<file path="src/tws_pkg.sv">
// Shared types and phase codes for the three-wire serial master.
// No dependencies; compiled first.
package tws_pkg;

   localparam int PhaseWidth = 4;

   // Pin sequencer phase codes
   localparam logic [PhaseWidth-1:0] ST_IDLE    = 4'd0;
   localparam logic [PhaseWidth-1:0] ST_CE_LOW  = 4'd1;
   localparam logic [PhaseWidth-1:0] ST_CLK_LOW = 4'd2;
   localparam logic [PhaseWidth-1:0] ST_CE_HIGH = 4'd3;
   localparam logic [PhaseWidth-1:0] ST_TX_BIT  = 4'd4;
   localparam logic [PhaseWidth-1:0] ST_TX_RISE = 4'd5;
   localparam logic [PhaseWidth-1:0] ST_TX_FALL = 4'd6;
   localparam logic [PhaseWidth-1:0] ST_RELEASE = 4'd7;
   localparam logic [PhaseWidth-1:0] ST_RX_BIT  = 4'd8;
   localparam logic [PhaseWidth-1:0] ST_RX_RISE = 4'd9;
   localparam logic [PhaseWidth-1:0] ST_RX_FALL = 4'd10;
   localparam logic [PhaseWidth-1:0] ST_RETAKE  = 4'd11;
   localparam logic [PhaseWidth-1:0] ST_END_CLK = 4'd12;
   localparam logic [PhaseWidth-1:0] ST_END_CE  = 4'd13;

   localparam logic [2:0] LAST_BIT = 3'd7;

   typedef struct packed {
      logic [PhaseWidth-1:0] phase;
      logic [2:0]            bit_count;
      logic                  byte_select;
      logic                  is_read;
      logic [7:0]            transmit_shift;
      logic [7:0]            data_hold;
      logic [7:0]            receive_shift;
      logic [7:0]            divider_count;
      logic                  chip_enable;
      logic                  serial_clock;
      logic                  data_pin_out;
      logic                  data_pin_drive;
   } tws_state_type;

   localparam tws_state_type STATE_RESET = '{
      phase:          ST_IDLE,
      bit_count:      3'd0,
      byte_select:    1'b0,
      is_read:        1'b0,
      transmit_shift: 8'd0,
      data_hold:      8'd0,
      receive_shift:  8'd0,
      divider_count:  8'd0,
      chip_enable:    1'b0,
      serial_clock:   1'b0,
      data_pin_out:   1'b0,
      data_pin_drive: 1'b1
   };

endpackage

</file>
<file path="src/tws_if.sv">
// Handshake channel interfaces for the three-wire serial master.
// Standalone; used by the top level ports.
interface tws_req_if;
   logic       valid;
   logic       ready;
   logic       start_req;
   logic       opcode;
   logic [7:0] command_byte;
   logic [7:0] write_byte;
   logic       data_pin_in;

   modport source (output valid, start_req, opcode, command_byte, write_byte, data_pin_in,
                   input ready);
   modport sink   (input valid, start_req, opcode, command_byte, write_byte, data_pin_in,
                   output ready);
endinterface

interface tws_rsp_if;
   logic       valid;
   logic       ready;
   logic       chip_enable;
   logic       serial_clock;
   logic       data_pin_out;
   logic       data_pin_drive;
   logic       busy_res;
   logic       done_res;
   logic [7:0] read_byte;

   modport source (output valid, chip_enable, serial_clock, data_pin_out, data_pin_drive,
                   busy_res, done_res, read_byte,
                   input ready);
   modport sink   (input valid, chip_enable, serial_clock, data_pin_out, data_pin_drive,
                   busy_res, done_res, read_byte,
                   output ready);
endinterface

interface tws_csr_if;
   logic       valid;
   logic       ready;
   logic [7:0] ticks_per_phase;

   modport source (output valid, ticks_per_phase, input ready);
   modport sink   (input valid, ticks_per_phase, output ready);
endinterface

</file>
<file path="src/tws_step.sv">
// Next-state logic of the pin sequencer: one tick in, next state out.
// Depends on tws_pkg.
module tws_step
   import tws_pkg::*;
(
   input  tws_state_type cur,
   input  logic [7:0]    ticks_per_phase,
   input  logic          start_req,
   input  logic          opcode,
   input  logic [7:0]    command_byte,
   input  logic [7:0]    write_byte,
   input  logic          data_pin_in,
   output tws_state_type nxt,
   output logic          done
);

   logic [7:0]            hold;
   logic                  enter;
   logic [PhaseWidth-1:0] step_to;

   assign hold = (ticks_per_phase == 8'd0) ? 8'd1 : ticks_per_phase;

   always_comb begin
      nxt     = cur;
      done    = 1'b0;
      enter   = 1'b0;
      step_to = cur.phase;

      if (cur.phase == ST_IDLE) begin
         if (start_req) begin
            nxt.is_read        = opcode;
            nxt.transmit_shift = opcode ? (command_byte | 8'h01) : command_byte;
            nxt.data_hold      = write_byte;
            enter              = 1'b1;
            step_to            = ST_CE_LOW;
         end
      end else if (cur.divider_count >= hold) begin
         unique case (cur.phase)
            ST_TX_FALL: begin
               nxt.transmit_shift = cur.transmit_shift >> 1;
               enter              = 1'b1;
               if (cur.bit_count != LAST_BIT) begin
                  nxt.bit_count = cur.bit_count + 3'd1;
                  step_to       = ST_TX_BIT;
               end else begin
                  nxt.bit_count = 3'd0;
                  if (!cur.byte_select) begin
                     if (cur.is_read) begin
                        step_to = ST_RELEASE;
                     end else begin
                        // command done, load the data byte
                        nxt.byte_select    = 1'b1;
                        nxt.transmit_shift = cur.data_hold;
                        step_to            = ST_TX_BIT;
                     end
                  end else begin
                     step_to = ST_END_CLK;
                  end
               end
            end
            ST_RX_FALL: begin
               enter = 1'b1;
               if (cur.bit_count != LAST_BIT) begin
                  nxt.bit_count = cur.bit_count + 3'd1;
                  step_to       = ST_RX_BIT;
               end else begin
                  nxt.bit_count = 3'd0;
                  step_to       = ST_RETAKE;
               end
            end
            default: begin
               if (cur.phase >= ST_END_CE) begin
                  nxt.phase         = ST_IDLE;
                  nxt.divider_count = 8'd0;
                  done              = 1'b1;
               end else begin
                  enter   = 1'b1;
                  step_to = cur.phase + 4'd1;
               end
            end
         endcase
      end else begin
         nxt.divider_count = cur.divider_count + 8'd1;
      end

      if (enter) begin
         nxt.phase         = step_to;
         nxt.divider_count = 8'd1;
         unique case (step_to)
            ST_CE_LOW:  nxt.chip_enable  = 1'b0;
            ST_CLK_LOW: nxt.serial_clock = 1'b0;
            ST_CE_HIGH: begin
               nxt.chip_enable = 1'b1;
               nxt.bit_count   = 3'd0;
               nxt.byte_select = 1'b0;
            end
            ST_TX_BIT:  nxt.data_pin_out = nxt.transmit_shift[0];
            ST_TX_RISE, ST_RX_RISE, ST_END_CLK: nxt.serial_clock = 1'b1;
            ST_TX_FALL, ST_RX_FALL: nxt.serial_clock = 1'b0;
            ST_RELEASE: begin
               nxt.data_pin_drive = 1'b0;
               nxt.receive_shift  = 8'd0;
               nxt.bit_count      = 3'd0;
            end
            ST_RX_BIT:  nxt.receive_shift = {data_pin_in, cur.receive_shift[7:1]};
            ST_RETAKE:  nxt.data_pin_drive = 1'b1;
            ST_END_CE:  nxt.chip_enable = 1'b0;
            default: ;
         endcase
      end
   end

endmodule

</file>
<file path="src/three_wire_serial_master.sv">
// Three-wire serial master, LSB first. One tick item in, one pin-level item out.
// One item per cycle while the result is taken; the result is valid the cycle after acceptance,
// set by the single state/result register stage around the next-state logic.
// A stalled result blocks intake only while it is not taken in the same cycle.
// Reset (synchronous, active high): sequencer idle, pins enable low, clock low,
// data driven low, phase length 1, no result pending.
module three_wire_serial_master
   import tws_pkg::*;
(
   input  logic      clock,
   input  logic      reset,
   tws_req_if.sink   req_chan,
   tws_rsp_if.source rsp_chan,
   tws_csr_if.sink   csr_chan
);

   tws_state_type state_ff, state_in;
   logic [7:0]    ticks_ff;
   logic          rsp_valid_ff;
   logic          done_ff, done_in;
   logic          accept;

   assign req_chan.ready = !rsp_valid_ff || rsp_chan.ready;
   assign csr_chan.ready = 1'b1;
   assign accept         = req_chan.valid && req_chan.ready;

   tws_step u_step (
      .cur             (state_ff),
      .ticks_per_phase (ticks_ff),
      .start_req       (req_chan.start_req),
      .opcode          (req_chan.opcode),
      .command_byte    (req_chan.command_byte),
      .write_byte      (req_chan.write_byte),
      .data_pin_in     (req_chan.data_pin_in),
      .nxt             (state_in),
      .done            (done_in)
   );

   always_ff @(posedge clock) begin
      if (reset) begin
         state_ff     <= STATE_RESET;
         ticks_ff     <= 8'd1;
         rsp_valid_ff <= 1'b0;
      end else begin
         if (csr_chan.valid) begin
            ticks_ff <= csr_chan.ticks_per_phase;
         end
         if (accept) begin
            state_ff     <= state_in;
            rsp_valid_ff <= 1'b1;
         end else if (rsp_chan.ready) begin
            rsp_valid_ff <= 1'b0;
         end
      end
   end

   // done pulse is carried with the item
   always_ff @(posedge clock) begin
      if (accept) begin
         done_ff <= done_in;
      end
   end

   assign rsp_chan.valid          = rsp_valid_ff;
   assign rsp_chan.chip_enable    = state_ff.chip_enable;
   assign rsp_chan.serial_clock   = state_ff.serial_clock;
   assign rsp_chan.data_pin_out   = state_ff.data_pin_out;
   assign rsp_chan.data_pin_drive = state_ff.data_pin_drive;
   assign rsp_chan.busy_res       = (state_ff.phase != ST_IDLE);
   assign rsp_chan.done_res       = done_ff;
   assign rsp_chan.read_byte      = state_ff.receive_shift;

endmodule

</file>
<file path="src/flat_wrapper.sv">
// flat-port wrapper written by rule: the top's interface ports become plain ports
module three_wire_serial_master_flat import tws_pkg::*;
  (clock, reset, req_chan_valid, req_chan_start_req, req_chan_opcode, req_chan_command_byte, req_chan_write_byte, req_chan_data_pin_in, req_chan_ready, rsp_chan_valid, rsp_chan_chip_enable, rsp_chan_serial_clock, rsp_chan_data_pin_out, rsp_chan_data_pin_drive, rsp_chan_busy_res, rsp_chan_done_res, rsp_chan_read_byte, rsp_chan_ready, csr_chan_valid, csr_chan_ticks_per_phase, csr_chan_ready);
  tws_req_if req_chan_i ();
  tws_rsp_if rsp_chan_i ();
  tws_csr_if csr_chan_i ();
  input  logic clock;
  input  logic reset;
  input wire logic [$bits(req_chan_i.valid)-1:0] req_chan_valid;
  input wire logic [$bits(req_chan_i.start_req)-1:0] req_chan_start_req;
  input wire logic [$bits(req_chan_i.opcode)-1:0] req_chan_opcode;
  input wire logic [$bits(req_chan_i.command_byte)-1:0] req_chan_command_byte;
  input wire logic [$bits(req_chan_i.write_byte)-1:0] req_chan_write_byte;
  input wire logic [$bits(req_chan_i.data_pin_in)-1:0] req_chan_data_pin_in;
  output wire logic [$bits(req_chan_i.ready)-1:0] req_chan_ready;
  output wire logic [$bits(rsp_chan_i.valid)-1:0] rsp_chan_valid;
  output wire logic [$bits(rsp_chan_i.chip_enable)-1:0] rsp_chan_chip_enable;
  output wire logic [$bits(rsp_chan_i.serial_clock)-1:0] rsp_chan_serial_clock;
  output wire logic [$bits(rsp_chan_i.data_pin_out)-1:0] rsp_chan_data_pin_out;
  output wire logic [$bits(rsp_chan_i.data_pin_drive)-1:0] rsp_chan_data_pin_drive;
  output wire logic [$bits(rsp_chan_i.busy_res)-1:0] rsp_chan_busy_res;
  output wire logic [$bits(rsp_chan_i.done_res)-1:0] rsp_chan_done_res;
  output wire logic [$bits(rsp_chan_i.read_byte)-1:0] rsp_chan_read_byte;
  input wire logic [$bits(rsp_chan_i.ready)-1:0] rsp_chan_ready;
  input wire logic [$bits(csr_chan_i.valid)-1:0] csr_chan_valid;
  input wire logic [$bits(csr_chan_i.ticks_per_phase)-1:0] csr_chan_ticks_per_phase;
  output wire logic [$bits(csr_chan_i.ready)-1:0] csr_chan_ready;
  assign req_chan_i.valid = req_chan_valid;
  assign req_chan_i.start_req = req_chan_start_req;
  assign req_chan_i.opcode = req_chan_opcode;
  assign req_chan_i.command_byte = req_chan_command_byte;
  assign req_chan_i.write_byte = req_chan_write_byte;
  assign req_chan_i.data_pin_in = req_chan_data_pin_in;
  assign req_chan_ready = req_chan_i.ready;
  assign rsp_chan_valid = rsp_chan_i.valid;
  assign rsp_chan_chip_enable = rsp_chan_i.chip_enable;
  assign rsp_chan_serial_clock = rsp_chan_i.serial_clock;
  assign rsp_chan_data_pin_out = rsp_chan_i.data_pin_out;
  assign rsp_chan_data_pin_drive = rsp_chan_i.data_pin_drive;
  assign rsp_chan_busy_res = rsp_chan_i.busy_res;
  assign rsp_chan_done_res = rsp_chan_i.done_res;
  assign rsp_chan_read_byte = rsp_chan_i.read_byte;
  assign rsp_chan_i.ready = rsp_chan_ready;
  assign csr_chan_i.valid = csr_chan_valid;
  assign csr_chan_i.ticks_per_phase = csr_chan_ticks_per_phase;
  assign csr_chan_ready = csr_chan_i.ready;
  three_wire_serial_master u_core (.clock(clock), .reset(reset), .req_chan(req_chan_i), .rsp_chan(rsp_chan_i), .csr_chan(csr_chan_i));
endmodule
</file>
<file path="config.mk">
export PLATFORM = sky130hd
export DESIGN_NAME = three_wire_serial_master_flat
export DESIGN_NICKNAME = d
export VERILOG_FILES = /design/src/tws_pkg.sv /design/src/tws_if.sv /design/src/tws_step.sv /design/src/three_wire_serial_master.sv /design/src/flat_wrapper.sv
export SDC_FILE = /design/constraint.sdc
export NUM_CORES = 1
export LEC_CHECK = 0
export ABC_CLOCK_PERIOD_IN_PS = 5500
export BUFFER_PORTS_ARGS = -buffer_cell sky130_fd_sc_hd__buf_2
export CORE_ASPECT_RATIO = 1.2
export CORE_MARGIN = 10
export CORE_UTILIZATION = 40
export DETAILED_ROUTE_END_ITERATION = 16
export GPL_TIMING_DRIVEN = 1
export PLACE_DENSITY_LB_ADDON = 0.12
export SYNTH_ARGS = -nofsm -noshare
export SYNTH_HDL_FRONTEND = slang
export SYNTH_HIERARCHICAL = 1
export SYNTH_SLANG_ARGS = --single-unit
</file>
<file path="constraint.sdc">
create_clock -name clock -period 5.5 [get_ports clock]
set_input_delay 0.55 -clock clock [delete_from_list [all_inputs] [get_ports clock]]
set_output_delay 0.55 -clock clock [all_outputs]
set_load 0.02 [all_outputs]
</file>
==> metrics <==
status=complete, no violations; hold_sp=csr_chan_ticks_per_phase[0]; reg-to-reg startpoint=u_core/state_ff[41]$_SDFFE_PP0P_; # nets final=552; RSZ-0062 raised after global routing=no; area of the mapped netlist=0.00427 mm²; clock latency on the worst-skew pair=0.29 ns; met3 GRT Util=0.0279; max_cap viols=0; Critical Path Sink Type=flip-flop; grt met2 use=0.226; core area=0.0105 mm²; critical path required time=5.73 ns; Routed Antenna Nets=0; Least-Margin Pin Slew=0.978 ns; worst IR drop on VDD=0.000167 V; DRC errors left=0; Die Footprint=0.0152 mm²; crit path kind=flip-flop to flip-flop; fin crit share=0.591; Leak=1.70 nW; unique cell type count in the Yosys netlist=63; Max Fclk=308 MHz; htree depth=2; Longest Clk Path Bufs=2; non-filler instance count after layout=634; Fin. Hold Viols=0; dpl hpwl=7280 µm; Max Transition Viols Final=0; Final min period=3.25 ns; crit start category=flip-flop; Port Buffers=47; Sink Count=55; TritonCTS clock tree=done; GR Layer Usage met1=0.181; most frequent cells in the layout=dfxtp_1 (54), nand3_1 (52), buf_2 (47); commonest non-fill, non-tap cell in the layout=dfxtp_1; Die H=133 µm; total gr overflow=0; Placer Congestion=0.891; pwr dens=207 mW/mm²; Post-synth EDFFs=1; initial DRC count=173; Rows=41; Initial DRT Pass Iterations=5; Final Skew=0.00528 ns; DR vias/cell=5.67; share of cells above drive strength 1=0.265; Mapped Cells=492; Post-CTS Resized=0; final wirelength=10,600 µm; sequential fraction of the synthesis area=0.260; syn nets=540; fill cell count=1,090; syn avg cell area=8.67 µm²; Syn-to-layout area delta=6.81%; Critical Path AT=3.48 ns; total negative setup slack=0 ns; crit-path max FO=9; final worst slack=2.25 ns; Hold Buf Count CTS=0; synth warn=6; CTS buffer count=5; Via Count=3,597; wire length per cell=16.8 µm; GRT Total Usage=0.139; # Post-CTS Setup Buffers=0; clock-pin slew on the worst setup and hold paths=0.08 ns; Main synth FF type=dfxtp_1; CP startpoint=u_core/state_ff[41]$_SDFFE_PP0P_; first-pass GRT wire length=17,900 µm; ANT cells=0; pre-CTS WS=2.31 ns; grt peak-use layer=met2; #FFs+latches synth=55; clk root buf=clkbuf_16; I/O pins=49; initial antenna violation count=0; fraction of registers with async set or reset after synthesis=0; Slew headroom=0.348; largest net degree at the start of global routing=92; Initial Utilization=0.408; post-placement cell count=626; hold crit path type=input pin to flip-flop; Final Setup Violations=0; vias in the first global route=3,470; Die Width=114 µm
## sequential cells by signal (all words and copies together) (netlist names)
register,cells
u_core/rsp_chan.done_res,1
u_core/rsp_chan.data_pin_out,1
u_core/rsp_chan.serial_clock,1
u_core/rsp_chan.valid,1
u_core/ticks_ff,8
u_core/state_ff,33
u_core/rsp_chan.data_pin_drive,1
u_core/rsp_chan.read_byte,8
u_core/rsp_chan.chip_enable,1
## metal layers
layer | vias up | part of all wire
li1 | 1808 | -
met1 | 1696 | 0.46
met2 | 78 | 0.47
met3 | 15 | 0.045
met4 | 0 | 0.018
met5 | - | 0
## cells by family after synthesis
group                      count (synthesis)  share of synthesized area
DFF                                       55                      0.260
buffers and inverters                     71                     0.0898
AOI/OAI and AO/OA                        159                      0.329
xor gates and xnor gates                   1                    0.00205
other                                      1                   0.000879
adders and majority gates                 16                     0.0469
muxes                                     36                     0.0886
and+or+nand+nor                          153                      0.183
## through the flow
step                       util  hold slack (ns)  power, mW  instance area [µm²]
after detailed placement  0.421            0.489      0.612                 4400
after global routing      0.435            0.456      0.993                 4560
final                     0.435            0.459      0.942                 4560
after CTS                 0.435            0.447      0.960                 4560
after global placement    0.421            0.478      0.610                 4400
after floorplan               -            0.460      0.574                 4270
## critical path, cell delays in order, from the launching register on
cell     delay (ns)
dfxtp_1        0.52
inv_1          0.15
ha_1           0.29
nor2b_1        0.18
nor2_1         0.28
inv_1          0.17
ha_1           0.30
a21oi_1        0.11
nor4_1         0.46
and2_1         0.32
a22o_1         0.18
nand3_1        0.08
a21oi_2        0.15
## where the power goes
| part | internal, mW | total (mW) | switching (mW) | leakage [nW] |
|---|---|---|---|---|
| clock | 0.183 | 0.340 | 0.157 | 0.0772 |
| combinational | 0.0703 | 0.176 | 0.105 | 1.17 |
| sequential | 0.413 | 0.426 | 0.0126 | 0.450 |
| total | 0.666 | 0.942 | 0.275 | 1.70 |
## cells in the mapped netlist, types with 7 or more instances
master / instances / share of area
a21bo_1: 44 / 0.10
a21oi_1: 18 / 0.021
a21oi_2: 44 / 0.090
buf_2: 15 / 0.018
buf_4: 12 / 0.021
buf_6: 7 / 0.018
clkbuf_1: 11 / 0.0097
dfxtp_1: 54 / 0.25
ha_1: 16 / 0.047
inv_1: 25 / 0.022
mux2_2: 10 / 0.026
mux2i_1: 25 / 0.059
nand2_1: 35 / 0.031
nand3_1: 52 / 0.061
nor2_1: 24 / 0.021
o21ai_0: 7 / 0.0082
o221a_2: 7 / 0.018
## final cells by class
type                            instances  area [µm²]  share of cell area
Clock buffer                            6         139              0.0305
Sequential cell                        55        1110               0.244
Clock inverter                          2        13.8             0.00302
Inverter                               25        93.8              0.0206
Timing Repair Buffer                   51         265              0.0582
Multi-Input combinational cell        366        2770               0.608
Tap cell                              129         161              0.0354
## path summary, 6_finish.rpt
kind,end,slack (ns),cells after the start
max,u_core/rsp_chan.chip_enable$_SDFFE_PP0P_,2.25,12
min,u_core/ticks_ff[0]$_SDFFE_PP1P_,0.46,2
max reg2reg,u_core/rsp_chan.chip_enable$_SDFFE_PP0P_,2.25,12
min reg2reg,u_core/ticks_ff[6]$_SDFFE_PP0P_,0.50,2
Note: power is estimated with default switching activity, not from simulation.
